$ cat src/rtl/i2cw_pkg.sv
`timescale 1ns / 1ps
`default_nettype none
// ----------------------------------------------------------------------------
// i2cw_pkg
// Types and constants shared by the write-only I2C master bit engine.
// ----------------------------------------------------------------------------
package i2cw_pkg;

    localparam logic [7:0] MSB_MASK      = 8'h80;
    localparam logic       ACT_TICK      = 1'b0;
    localparam logic       ACT_SUBMIT    = 1'b1;
    localparam logic       SKIP_NACK_RST = 1'b1;

    typedef enum logic [6:0] {
        PH_IDLE  = 7'b0000001,
        PH_START = 7'b0000010,
        PH_GAP   = 7'b0000100,
        PH_DATA  = 7'b0001000,
        PH_ACK   = 7'b0010000,
        PH_WAIT  = 7'b0100000,
        PH_STOP  = 7'b1000000
    } phase_t;

    typedef struct packed {
        phase_t      phase;
        logic [1:0]  half_step;
        logic [2:0]  bit_count;
        logic [7:0]  shift_byte;
        logic        stop_after;
        logic        error_flag;
        logic        sda_level;
        logic        scl_level;
    } state_t;

    typedef struct packed {
        logic        action;
        logic [7:0]  data_byte;
        logic        first_byte;
        logic        last_byte;
        logic        sda_in;
    } in_item_t;

    typedef struct packed {
        logic scl_release;
        logic sda_release;
        logic byte_accepted;
        logic ready_for_byte;
        logic frame_open;
        logic ack_valid;
        logic ack_bit;
        logic frame_done;
        logic frame_error;
    } out_item_t;

    localparam state_t STATE_RST = '{
        phase:      PH_IDLE,
        half_step:  2'd0,
        bit_count:  3'd0,
        shift_byte: 8'd0,
        stop_after: 1'b0,
        error_flag: 1'b0,
        sda_level:  1'b1,
        scl_level:  1'b1
    };

endpackage
`default_nettype wire

$ cat src/rtl/i2cw_in_if.sv
`timescale 1ns / 1ps
`default_nettype none
// ----------------------------------------------------------------------------
// i2cw_in_if
// Input item channel: tick or byte submit, valid/ready handshake.
// ----------------------------------------------------------------------------
interface i2cw_in_if;
    logic       valid;
    logic       ready;
    logic       action;
    logic [7:0] data_byte;
    logic       first_byte;
    logic       last_byte;
    logic       sda_in;

    modport source (
        output valid, action, data_byte, first_byte, last_byte, sda_in,
        input  ready
    );
    modport sink (
        input  valid, action, data_byte, first_byte, last_byte, sda_in,
        output ready
    );
endinterface
`default_nettype wire

$ cat src/rtl/i2cw_out_if.sv
`timescale 1ns / 1ps
`default_nettype none
// ----------------------------------------------------------------------------
// i2cw_out_if
// Result channel: line levels and status for each item, valid/ready handshake.
// ----------------------------------------------------------------------------
interface i2cw_out_if;
    logic valid;
    logic ready;
    logic scl_release;
    logic sda_release;
    logic byte_accepted;
    logic ready_for_byte;
    logic frame_open;
    logic ack_valid;
    logic ack_bit;
    logic frame_done;
    logic frame_error;

    modport source (
        output valid, scl_release, sda_release, byte_accepted, ready_for_byte,
               frame_open, ack_valid, ack_bit, frame_done, frame_error,
        input  ready
    );
    modport sink (
        input  valid, scl_release, sda_release, byte_accepted, ready_for_byte,
               frame_open, ack_valid, ack_bit, frame_done, frame_error,
        output ready
    );
endinterface
`default_nettype wire

$ cat src/rtl/i2cw_cfg_if.sv
`timescale 1ns / 1ps
`default_nettype none
// ----------------------------------------------------------------------------
// i2cw_cfg_if
// Configuration write channel carrying the skip_nack register value.
// ----------------------------------------------------------------------------
interface i2cw_cfg_if;
    logic valid;
    logic ready;
    logic data;

    modport source (output valid, data, input ready);
    modport sink   (input valid, data, output ready);
endinterface
`default_nettype wire

$ cat src/rtl/i2c_master_write_bit_engine.sv
`timescale 1ns / 1ps
`default_nettype none
// ----------------------------------------------------------------------------
// i2c_master_write_bit_engine
// Write-only I2C master stepped one half period of SCL per tick item.
//
// The item channel carries ticks (action 0, with the sensed sda_in level) and
// byte submits (action 1, with data_byte, first_byte, last_byte). Every item
// yields exactly one result on the result channel: the SCL/SDA levels to drive
// for that half period plus status (byte_accepted, ready_for_byte, frame_open,
// ack_valid/ack_bit, frame_done/frame_error).
// Items land in an input register; the combinational step logic then updates the
// engine state and the result register. A result passes through the input
// register and then the result register; one item per cycle is sustained while
// result.ready is high, set by the single state update per item.
// While a result waits the input register still takes one item; the input
// stalls when both the input and result registers are full and result.ready
// is low. The cfg channel writes skip_nack (reset 1) and is always ready;
// write it only while no item is in flight.
// Reset puts the engine idle with both lines released and empties both
// registers; no results are pending after reset.
// ----------------------------------------------------------------------------
module i2c_master_write_bit_engine (
    input  logic              clk,
    input  logic              rst_n,
    i2cw_in_if.sink           item,
    i2cw_out_if.source        result,
    i2cw_cfg_if.sink          cfg
);

    i2cw_pkg::in_item_t  in_item_reg;
    logic                in_valid_reg;
    i2cw_pkg::state_t    state_reg;
    i2cw_pkg::state_t    state_next;
    i2cw_pkg::out_item_t res_reg;
    i2cw_pkg::out_item_t res_next;
    logic                res_valid_reg;
    logic                skip_nack_reg;
    logic                advance;

    // step the engine when the result slot is free or draining this cycle
    assign advance    = in_valid_reg && (!res_valid_reg || result.ready);
    assign item.ready = !in_valid_reg || advance;
    assign cfg.ready  = 1'b1;

    i2cw_step u_step (
        .st        (state_reg),
        .item      (in_item_reg),
        .skip_nack (skip_nack_reg),
        .st_next   (state_next),
        .res       (res_next)
    );

    always_ff @(posedge clk or negedge rst_n)
    begin
        if (!rst_n)
        begin
            in_valid_reg  <= 1'b0;
            res_valid_reg <= 1'b0;
            state_reg     <= i2cw_pkg::STATE_RST;
            skip_nack_reg <= i2cw_pkg::SKIP_NACK_RST;
        end
        else
        begin
            if (item.ready)
            begin
                in_valid_reg <= item.valid;
            end
            if (advance)
            begin
                state_reg     <= state_next;
                res_valid_reg <= 1'b1;
            end
            else if (result.ready)
            begin
                res_valid_reg <= 1'b0;
            end
            if (cfg.valid)
            begin
                skip_nack_reg <= cfg.data;
            end
        end
    end

    // payload registers
    always_ff @(posedge clk)
    begin
        if (item.valid && item.ready)
        begin
            in_item_reg.action     <= item.action;
            in_item_reg.data_byte  <= item.data_byte;
            in_item_reg.first_byte <= item.first_byte;
            in_item_reg.last_byte  <= item.last_byte;
            in_item_reg.sda_in     <= item.sda_in;
        end
        if (advance)
        begin
            res_reg <= res_next;
        end
    end

    assign result.valid          = res_valid_reg;
    assign result.scl_release    = res_reg.scl_release;
    assign result.sda_release    = res_reg.sda_release;
    assign result.byte_accepted  = res_reg.byte_accepted;
    assign result.ready_for_byte = res_reg.ready_for_byte;
    assign result.frame_open     = res_reg.frame_open;
    assign result.ack_valid      = res_reg.ack_valid;
    assign result.ack_bit        = res_reg.ack_bit;
    assign result.frame_done     = res_reg.frame_done;
    assign result.frame_error    = res_reg.frame_error;

    a_done_closes_frame: assert property (
        @(posedge clk) disable iff (!rst_n)
        res_valid_reg && res_reg.frame_done |-> res_reg.ready_for_byte && !res_reg.frame_open
    ) else $error("frame_done reported with the frame still open");

    a_ack_bit_qualified: assert property (
        @(posedge clk) disable iff (!rst_n)
        res_valid_reg && !res_reg.ack_valid |-> !res_reg.ack_bit
    ) else $error("ack_bit set without ack_valid");

    a_half_step_range: assert property (
        @(posedge clk) disable iff (!rst_n)
        state_reg.half_step != 2'd3
    ) else $error("half_step out of range");

    a_advance_fills_result: assert property (
        @(posedge clk) disable iff (!rst_n)
        advance |=> res_valid_reg
    ) else $error("stepped item produced no result");

    a_error_only_on_done: assert property (
        @(posedge clk) disable iff (!rst_n)
        res_valid_reg && res_reg.frame_error |-> res_reg.frame_done
    ) else $error("frame_error without frame_done");

endmodule
`default_nettype wire

$ cat src/rtl/i2cw_step.sv
`timescale 1ns / 1ps
`default_nettype none
// ----------------------------------------------------------------------------
// i2cw_step
// Next state and result for one item: a half-period tick or a byte submit.
// ----------------------------------------------------------------------------
module i2cw_step (
    input  i2cw_pkg::state_t    st,
    input  i2cw_pkg::in_item_t  item,
    input  logic                skip_nack,
    output i2cw_pkg::state_t    st_next,
    output i2cw_pkg::out_item_t res
);

    logic data_bit;

    assign data_bit = (st.shift_byte & i2cw_pkg::MSB_MASK) != 8'd0;

    always_comb
    begin
        st_next = st;
        res     = '0;

        if (item.action == i2cw_pkg::ACT_SUBMIT)
        begin
            if ((st.phase == i2cw_pkg::PH_IDLE && item.first_byte) ||
                (st.phase == i2cw_pkg::PH_WAIT && !item.first_byte))
            begin
                res.byte_accepted  = 1'b1;
                st_next.shift_byte = item.data_byte;
                st_next.stop_after = item.last_byte;
                st_next.half_step  = 2'd0;
                st_next.bit_count  = 3'd0;
                st_next.phase      = (st.phase == i2cw_pkg::PH_IDLE) ?
                                     i2cw_pkg::PH_START : i2cw_pkg::PH_GAP;
            end
        end
        else
        begin
            unique case (st.phase)
                i2cw_pkg::PH_START:
                begin
                    st_next.sda_level = 1'b0;
                    if (st.half_step == 2'd0)
                    begin
                        st_next.scl_level = 1'b1;
                        st_next.half_step = 2'd1;
                    end
                    else
                    begin
                        st_next.scl_level = 1'b0;
                        st_next.half_step = 2'd0;
                        st_next.bit_count = 3'd0;
                        st_next.phase     = i2cw_pkg::PH_DATA;
                    end
                end
                i2cw_pkg::PH_GAP:
                begin
                    st_next.scl_level = 1'b0;
                    if (st.half_step == 2'd0)
                    begin
                        st_next.half_step = 2'd1;
                    end
                    else
                    begin
                        st_next.half_step = 2'd0;
                        st_next.bit_count = 3'd0;
                        st_next.phase     = i2cw_pkg::PH_DATA;
                    end
                end
                i2cw_pkg::PH_DATA:
                begin
                    st_next.sda_level = data_bit;
                    if (st.half_step == 2'd0)
                    begin
                        st_next.scl_level = 1'b0;
                        st_next.half_step = 2'd1;
                    end
                    else
                    begin
                        st_next.scl_level  = 1'b1;
                        st_next.half_step  = 2'd0;
                        st_next.shift_byte = {st.shift_byte[6:0], 1'b0};
                        if (st.bit_count == 3'd7)
                        begin
                            st_next.bit_count = 3'd0;
                            st_next.phase     = i2cw_pkg::PH_ACK;
                        end
                        else
                        begin
                            st_next.bit_count = st.bit_count + 3'd1;
                        end
                    end
                end
                i2cw_pkg::PH_ACK:
                begin
                    st_next.sda_level = 1'b1;
                    if (st.half_step == 2'd0)
                    begin
                        st_next.scl_level = 1'b0;
                        st_next.half_step = 2'd1;
                    end
                    else
                    begin
                        // acknowledge sampled while scl is high
                        st_next.scl_level = 1'b1;
                        st_next.half_step = 2'd0;
                        res.ack_valid     = 1'b1;
                        res.ack_bit       = item.sda_in;
                        if (item.sda_in && !skip_nack)
                        begin
                            st_next.error_flag = 1'b1;
                            st_next.phase      = i2cw_pkg::PH_STOP;
                        end
                        else if (st.stop_after)
                        begin
                            st_next.phase = i2cw_pkg::PH_STOP;
                        end
                        else
                        begin
                            st_next.phase = i2cw_pkg::PH_WAIT;
                        end
                    end
                end
                i2cw_pkg::PH_WAIT:
                begin
                    st_next.scl_level = 1'b0;
                end
                i2cw_pkg::PH_STOP:
                begin
                    if (st.half_step == 2'd0)
                    begin
                        st_next.scl_level = 1'b0;
                        st_next.sda_level = 1'b0;
                        st_next.half_step = 2'd1;
                    end
                    else if (st.half_step == 2'd1)
                    begin
                        st_next.scl_level = 1'b1;
                        st_next.sda_level = 1'b0;
                        st_next.half_step = 2'd2;
                    end
                    else
                    begin
                        st_next.scl_level  = 1'b1;
                        st_next.sda_level  = 1'b1;
                        st_next.half_step  = 2'd0;
                        res.frame_done     = 1'b1;
                        res.frame_error    = st.error_flag;
                        st_next.error_flag = 1'b0;
                        st_next.stop_after = 1'b0;
                        st_next.phase      = i2cw_pkg::PH_IDLE;
                    end
                end
                default:
                begin
                    // idle, or a corrupted phase code: release the bus
                    st_next.scl_level = 1'b1;
                    st_next.sda_level = 1'b1;
                    st_next.half_step = 2'd0;
                    st_next.phase     = i2cw_pkg::PH_IDLE;
                end
            endcase
        end

        res.scl_release    = st_next.scl_level;
        res.sda_release    = st_next.sda_level;
        res.ready_for_byte = (st_next.phase == i2cw_pkg::PH_IDLE) ||
                             (st_next.phase == i2cw_pkg::PH_WAIT);
        res.frame_open     = (st_next.phase != i2cw_pkg::PH_IDLE);
    end

endmodule
`default_nettype wire
$ cat src/flat_wrapper.sv
// flat-port wrapper written by rule: the top's interface ports become plain ports
module i2c_master_write_bit_engine_flat 
  (clk, rst_n, item_valid, item_action, item_data_byte, item_first_byte, item_last_byte, item_sda_in, item_ready, result_valid, result_scl_release, result_sda_release, result_byte_accepted, result_ready_for_byte, result_frame_open, result_ack_valid, result_ack_bit, result_frame_done, result_frame_error, result_ready, cfg_valid, cfg_data, cfg_ready);
  i2cw_in_if item_i ();
  i2cw_out_if result_i ();
  i2cw_cfg_if cfg_i ();
  input  logic clk;
  input  logic rst_n;
  input wire logic [$bits(item_i.valid)-1:0] item_valid;
  input wire logic [$bits(item_i.action)-1:0] item_action;
  input wire logic [$bits(item_i.data_byte)-1:0] item_data_byte;
  input wire logic [$bits(item_i.first_byte)-1:0] item_first_byte;
  input wire logic [$bits(item_i.last_byte)-1:0] item_last_byte;
  input wire logic [$bits(item_i.sda_in)-1:0] item_sda_in;
  output wire logic [$bits(item_i.ready)-1:0] item_ready;
  output wire logic [$bits(result_i.valid)-1:0] result_valid;
  output wire logic [$bits(result_i.scl_release)-1:0] result_scl_release;
  output wire logic [$bits(result_i.sda_release)-1:0] result_sda_release;
  output wire logic [$bits(result_i.byte_accepted)-1:0] result_byte_accepted;
  output wire logic [$bits(result_i.ready_for_byte)-1:0] result_ready_for_byte;
  output wire logic [$bits(result_i.frame_open)-1:0] result_frame_open;
  output wire logic [$bits(result_i.ack_valid)-1:0] result_ack_valid;
  output wire logic [$bits(result_i.ack_bit)-1:0] result_ack_bit;
  output wire logic [$bits(result_i.frame_done)-1:0] result_frame_done;
  output wire logic [$bits(result_i.frame_error)-1:0] result_frame_error;
  input wire logic [$bits(result_i.ready)-1:0] result_ready;
  input wire logic [$bits(cfg_i.valid)-1:0] cfg_valid;
  input wire logic [$bits(cfg_i.data)-1:0] cfg_data;
  output wire logic [$bits(cfg_i.ready)-1:0] cfg_ready;
  assign item_i.valid = item_valid;
  assign item_i.action = item_action;
  assign item_i.data_byte = item_data_byte;
  assign item_i.first_byte = item_first_byte;
  assign item_i.last_byte = item_last_byte;
  assign item_i.sda_in = item_sda_in;
  assign item_ready = item_i.ready;
  assign result_valid = result_i.valid;
  assign result_scl_release = result_i.scl_release;
  assign result_sda_release = result_i.sda_release;
  assign result_byte_accepted = result_i.byte_accepted;
  assign result_ready_for_byte = result_i.ready_for_byte;
  assign result_frame_open = result_i.frame_open;
  assign result_ack_valid = result_i.ack_valid;
  assign result_ack_bit = result_i.ack_bit;
  assign result_frame_done = result_i.frame_done;
  assign result_frame_error = result_i.frame_error;
  assign result_i.ready = result_ready;
  assign cfg_i.valid = cfg_valid;
  assign cfg_i.data = cfg_data;
  assign cfg_ready = cfg_i.ready;
  i2c_master_write_bit_engine u_core (.clk(clk), .rst_n(rst_n), .item(item_i), .result(result_i), .cfg(cfg_i));
endmodule
$ cat config.mk
export PLATFORM = sky130hd
export DESIGN_NAME = i2c_master_write_bit_engine_flat
export DESIGN_NICKNAME = d
export VERILOG_FILES = /design/src/rtl/i2cw_pkg.sv /design/src/rtl/i2cw_in_if.sv /design/src/rtl/i2cw_out_if.sv /design/src/rtl/i2cw_cfg_if.sv /design/src/rtl/i2c_master_write_bit_engine.sv /design/src/rtl/i2cw_step.sv /design/src/flat_wrapper.sv
export SDC_FILE = /design/constraint.sdc
export NUM_CORES = 1
export LEC_CHECK = 0
export ABC_AREA = 1
export CAP_MARGIN = 40
export CORE_MARGIN = 2
export CORE_UTILIZATION = 55
export CTS_CLUSTER_SIZE = 12
export DETAILED_ROUTE_END_ITERATION = 8
export DONT_BUFFER_PORTS = 1
export GPL_ROUTABILITY_DRIVEN = 0
export PLACE_DENSITY = 0.69
export SYNTH_ARGS = -nofsm -noshare
export SYNTH_HDL_FRONTEND = slang
export SYNTH_SLANG_ARGS = --single-unit
export TNS_END_PERCENT = 10
$ cat constraint.sdc
create_clock -name clk -period 3.2 [get_ports clk]
set_clock_uncertainty 0.05 [all_clocks]
set_input_delay 0.16 -clock clk [delete_from_list [all_inputs] [get_ports clk]]
set_output_delay 0.16 -clock clk [all_outputs]
set_load 0.01 [all_outputs]
# After elaboration in Yosys (flattened, before gate mapping)
# Cells that the tools add are included.
dict set report totals {
  elab_cells 120
  ram_bits 0
  latchBits 0
  mem_bits_ro 0
  regBits 48
  mem_count 0
  input_bits 18
  out_inout_bits 12
}
dict set report op_classes {
  n_div 0
  reduce_logical 31
  shifts 0
  n_mux 38
  eq_ne 22
  magnitude_cmp 0
  bitwise 3
  n_mul 0
  n_addsub 1
}
# op n
set op_table {}
lappend op_table {{2-to-1 mux 7 bit} 8}
lappend op_table {{one-hot mux 9 bit (5 select lines)} 1}
lappend op_table {{2-to-1 mux 21 bit} 2}
lappend op_table {{2-to-1 mux 2 bit} 9}
lappend op_table {{equality test 7 x 1 -> 1 bit (second input constant)} 2}
lappend op_table {{equality test 7 x 6 -> 1 bit (second input constant)} 2}
lappend op_table {{2-to-1 mux 11 bit} 1}
lappend op_table {{inequality test 2 bit (second input constant)} 5}
lappend op_table {{AND reduction 5 bit} 2}
lappend op_table {{2-to-1 mux 1 bit} 9}
lappend op_table {{2-to-1 mux 3 bit} 3}
lappend op_table {{2-to-1 mux 8 bit} 1}
lappend op_table {{one-hot mux 1 bit (4 select lines)} 2}
lappend op_table {{nonzero test 2 bit} 4}
lappend op_table {{OR reduction 2 bit} 4}
lappend op_table {{equality test 7 x 2 -> 1 bit (second input constant)} 1}
lappend op_table {{equality test 7 x 3 -> 1 bit (second input constant)} 1}
lappend op_table {{equality test 7 x 4 -> 1 bit (second input constant)} 1}
lappend op_table {{equality test 7 x 5 -> 1 bit (second input constant)} 1}
lappend op_table {{equality test 7 bit (second input constant)} 1}
lappend op_table {{inequality test 7 x 1 -> 1 bit (second input constant)} 1}
lappend op_table {{AND reduction 7 bit} 1}
lappend op_table {{inequality test 2 x 1 -> 1 bit (second input constant)} 3}
lappend op_table {{inequality test 3 x 2 -> 1 bit (second input constant)} 2}
lappend op_table {{15 further kinds} 28}

# Depth between registers and ports, before layout
dict set report depth {
  depth_word 8
  ltp_mapped 13
  ltp_nobuf 13
}

# Modules after synthesis
# From an unflattened synthesis, not the netlist that was laid out.
dict set report unflattened {
  hier_cells 346
  area_unflattened_um2 2803.9
}
# module cells_each area_per_inst_um2 n_inst
set by_module_without_submodules {}
lappend by_module_without_submodules {i2c_master_write_bit_engine 141 1784.2 1}
lappend by_module_without_submodules {i2cw_step 205 1019.7 1}

# Worst setup path before layout
# Ideal clock, no wire load.
dict set report synth_timing {
  kind {flip-flop to flip-flop}
  from {reg u_core.res_valid_reg (netlist: u_core.result.valid)}
  to {reg u_core.res_reg (netlist bit u_core.result.ack_bit) (enable)}
  period_less_slack_ps 1670
  setup_ps 376
  arrival_time_ps 1244
  stages_incl_launch_ff 5
  slack_ps 1530
  required_time_ps 2774
  path_cell_list {dfrtp_1 > nand2_1 > nand2_1 > inv_1 > clkbuf_1}
}
dict set report synth_via {
  elab_chain_cells 3
}
# element line_no
set synth_lines {}
lappend synth_lines {{start, declared} i2c_master_write_bit_engine.sv:37} ;# logic res_valid_reg;
lappend synth_lines {{start signal, assigned} i2c_master_write_bit_engine.sv:59} ;# res_valid_reg <= 1'b0;
lappend synth_lines {{start signal, assigned} i2c_master_write_bit_engine.sv:72} ;# res_valid_reg <= 1'b1;
lappend synth_lines {{start signal, assigned} i2c_master_write_bit_engine.sv:76} ;# res_valid_reg <= 1'b0;
lappend synth_lines {{zero test 1 bit} i2c_master_write_bit_engine.sv:42} ;# assign advance = in_valid_reg && (!res_valid_reg || result.ready);
lappend synth_lines {{logical OR 1 bit} i2c_master_write_bit_engine.sv:42}
lappend synth_lines {{logical AND 1 bit} i2c_master_write_bit_engine.sv:42}
lappend synth_lines {{named net u_core.advance} i2c_master_write_bit_engine.sv:39} ;# logic advance;
lappend synth_lines {{end signal, assigned} i2c_master_write_bit_engine.sv:98} ;# res_reg <= res_next;
lappend synth_lines {{end, declared} i2c_master_write_bit_engine.sv:35} ;# i2cw_pkg::out_item_t res_reg;
# The timed path passes the listed nets, and every way through them passes these cells.
# A chain may end at the register's enable or synchronous reset.

# Worst setup path after layout
dict set report layout_timing {
  from {reg u_core.res_valid_reg (netlist: u_core.result.valid)}
  to {reg u_core.state_reg[4] in the netlist's numbering}
}
dict set report layout_via {
  elab_chain_cells 4
}
# element line_no
set layout_lines {}
lappend layout_lines {{zero test 1 bit} i2c_master_write_bit_engine.sv:42}
lappend layout_lines {{logical OR 1 bit} i2c_master_write_bit_engine.sv:42}
lappend layout_lines {{logical AND 1 bit} i2c_master_write_bit_engine.sv:42}
lappend layout_lines {{AND reduction 4 bit (no source line)} --}
lappend layout_lines {{end signal, assigned} i2c_master_write_bit_engine.sv:60} ;# state_reg <= i2cw_pkg::STATE_RST;
lappend layout_lines {{end signal, assigned} i2c_master_write_bit_engine.sv:71} ;# state_reg <= state_next;
lappend layout_lines {{end, declared} i2c_master_write_bit_engine.sv:33} ;# i2cw_pkg::state_t state_reg;
# No other way between the ends.

==> qor.txt <==
Status -> finished clean
Maxcap violations -> 0
Top_reg_cell synth -> dfrtp_1
Cell taking the most area after synthesis -> edfxtp_1
Avg Vias per Cell -> 5.33
Pwr dens -> 682 mW/mm^2
Aggregate global-route resource usage -> 0.216
Routed WL -> 4930 um
Starting Density -> 0.570
Hold Path Class -> input port to async pin
Syn Inst Count -> 300
CTS tree -> yes
Via Count -> 1,984
Clk buf depth -> 2
Max frequency -> 476 MHz
LEAKAGE -> 1.32 nW
Yosys reg bits -> 48
Worst r2r dst -> u_core.state_reg[4]
Most common cell in the netlist -> nand2_1
Core ar. -> 0.00435 sq mm
HPWL Detailed -> 3550 um
Maximum vdd drop -> 358 uV
Post-Route M1 WL -> 2240 um
Initial antenna violation count -> 0
Slew HR -> 0.533
Met3 routed WL -> 192 um
TritonCTS Buffers -> 5
Async S/R FF share, synth -> 0.563
CTS root buf -> clkbuf_8
Setup_tns -> 0 ns
Critical Path RT -> 3.34 ns
Cell Rows -> 24
Post-synth EDFFs -> 21
Sequential share of the synthesized area -> 0.528
Reg2reg start -> u_core.result.valid
Worst Path Arrival -> 2.24 ns
Synth warn -> 0
Clk_lat worst skew -> 0.30 ns
Worst setup path end -> u_core.state_reg[4]
Htree depth -> 2
Die width -> 71.2 um
Port Buffers -> 0
WP depth -> 8
Worst path cell trace -> nand2_1 > nand2_1 > inv_1 > nand2_4 > nor2_8 > nand2_4 > nand2_1 > o21ai_2
IO Pins -> 30
Crit-path most repeated cell -> nand2_1
CP Launch Point -> u_core.result.valid
Top-area cell type share of the netlist area -> 0.254
Chip Height -> 71.2 um
DR WL met2 -> 2450 um
Worst path slowest cell -> inv_1
Synth area leaders -> edfxtp_1 25%, dfrtp_1 23%, nand2_1 17%
Syn Area/Cell -> 8.27 sq um
Commonest cells post-synth -> 113 x nand2_1, 24 x inv_1, 24 x nand3_1
Hold Violations, Final -> 0
CTS sink cnt -> 48
WL/cell -> 13.2 um
First-pass GRT wire length -> 8570 um
Count of cells resized by post-cts repair -> 0
Congestion Overflow GR -> 0
Synthesized area -> 0.00248 sq mm
Vias in the first global route -> 1,897
CP max stage delay -> 0.58 ns
Slack of the worst reg-to-reg path -> 1.10 ns
Worst-Margin Slew -> 0.699 ns
Post-Syn Nets -> 320
R2R depth -> 8
Post-synth cell types -> 29
Flip-flop count of the largest register after layout -> 24
Delay-heaviest family, CP -> simple AND/OR/NAND/NOR gates
Final Util -> 0.644
Highest Signal Layer -> met4
RSZ-0062 raised after global routing -> false
Setup crit end kind -> flop
Drt first pass iters -> 4
Tmin final -> 2.10 ns
Crit path max fanout -> 20
Clk pin slew, worst setup/hold paths -> 0.09 ns
Largest net degree at the start of global routing -> 28
Nets@finish -> 339
Iteration-0 DRC Markers -> 171
Ant diodes -> 0
Buffers plus inverters on the worst setup path -> 1
Final Cycle Share -> 0.657
Fillers -> 376
DRT antenna net count -> 0
Residual DRC -> 0
Final setup viols -> 0
Die area -> 0.00507 sq mm
Area growth syn-to-layout -> 12.9%
CP Launch Type -> flop
Max Slew Vio Count -> 0
CP Class -> flop to flop
Layout cell share with drive strength beyond 1 -> 0.128
==> per-layer routing <==
metal,up-vias,global-route usage
met3,6,0.0399
met5,-,0
met4,0,0.0671
li1,1003,-
met1,921,0.282
met2,54,0.365
==> cell families (layout without fill, tap and decap cells) <==
| logic type | after synthesis | in the layout | share of synthesized area |
|---|---|---|---|
| adders and majority gates | 2 | 2 | 0.0101 |
| and+or+nand+nor | 187 | 187 | 0.341 |
| other | 1 | 1 | 0.00151 |
| AOI/OAI and AO/OA | 26 | 26 | 0.0605 |
| DFF | 48 | 48 | 0.528 |
| buffers and inverters | 36 | 56 | 0.0590 |
==> metrics by stage <==
step                std cells  area (sq um)  total power, W  worst slack (ns)  hold WS (ns)
floorplan                 300          2480         0.00139              1.53        -0.186
global placement          346          2520         0.00151              1.11        -0.185
detailed placement        346          2520         0.00152              1.11        -0.185
CTS                       372          2800         0.00192              1.09         0.234
global route              372          2800         0.00205             0.892         0.259
finish                    372          2800         0.00191              1.10         0.229
==> worst min path at each step <==
| stage | from | end | slack (ns) | cells past startpoint |
|---|---|---|---|---|
| 2_1_floorplan | rst_n | u_core.in_valid_reg | -0.19 | 0 |
| 3_3_place_gp | rst_n | u_core.state_reg[19] | -0.18 | 0 |
| 3_5_place_dp | rst_n | u_core.state_reg[19] | -0.18 | 0 |
| 4_1_cts | rst_n | u_core.state_reg[18] | 0.23 | 2 |
| 5_1_grt | rst_n | u_core.state_reg[18] | 0.26 | 2 |
| 6_report | rst_n | u_core.state_reg[19] | 0.23 | 2 |
==> where the power goes <==
group	switching (W)	total, W	internal [W]
combinational	0.000428	0.000628	0.000200
sequential	0.000101	0.000909	0.000808
clock	0.000197	0.000373	0.000177
total	0.000726	0.00191	0.00119
==> timing repair <==
item                                   in CTS  in global routing
buffers inserted                            0                  0
endpoints found under the hold margin      42                  0
hold buffers                               18                  0
==> area by class of cell <==
cell class	count	area, sq um	share of cell area
tap	52	65.1	0.0232
inverter	30	115	0.0411
timing repair buffer	18	190	0.0679
sequential	48	1310	0.468
clock inverter	2	13.8	0.00491
clock buffer	6	82.6	0.0295
multi-input combinational	216	1020	0.366
==> placed cells by master (no fill, tap or decap) <==
| cell | n |
|---|---|
| nand2_4 | 2 |
| nor3_1 | 2 |
| nor2_8 | 1 |
| ha_1 | 2 |
| nand2_1 | 113 |
| conb_1 | 1 |
| nor2_4 | 2 |
| clkinv_2 | 1 |
| nor2_1 | 22 |
| nand3_1 | 24 |
| nand3b_1 | 1 |
| o21ai_1 | 3 |
| dfrtp_1 | 23 |
| dfstp_2 | 4 |
| inv_4 | 1 |
| inv_2 | 5 |
| nand3_4 | 1 |
| o21ai_0 | 11 |
| clkbuf_8 | 6 |
| inv_6 | 1 |
| o21ai_2 | 4 |
| and3_1 | 1 |
| edfxtp_1 | 21 |
| nand4_1 | 6 |
| inv_1 | 24 |
| nor2_2 | 5 |
| a21oi_1 | 4 |
| nand2_2 | 7 |
| buf_12 | 1 |
| dlygate4sd3_1 | 17 |
| o22ai_1 | 4 |
No activity file was read; power rests on OpenSTA's default activity.
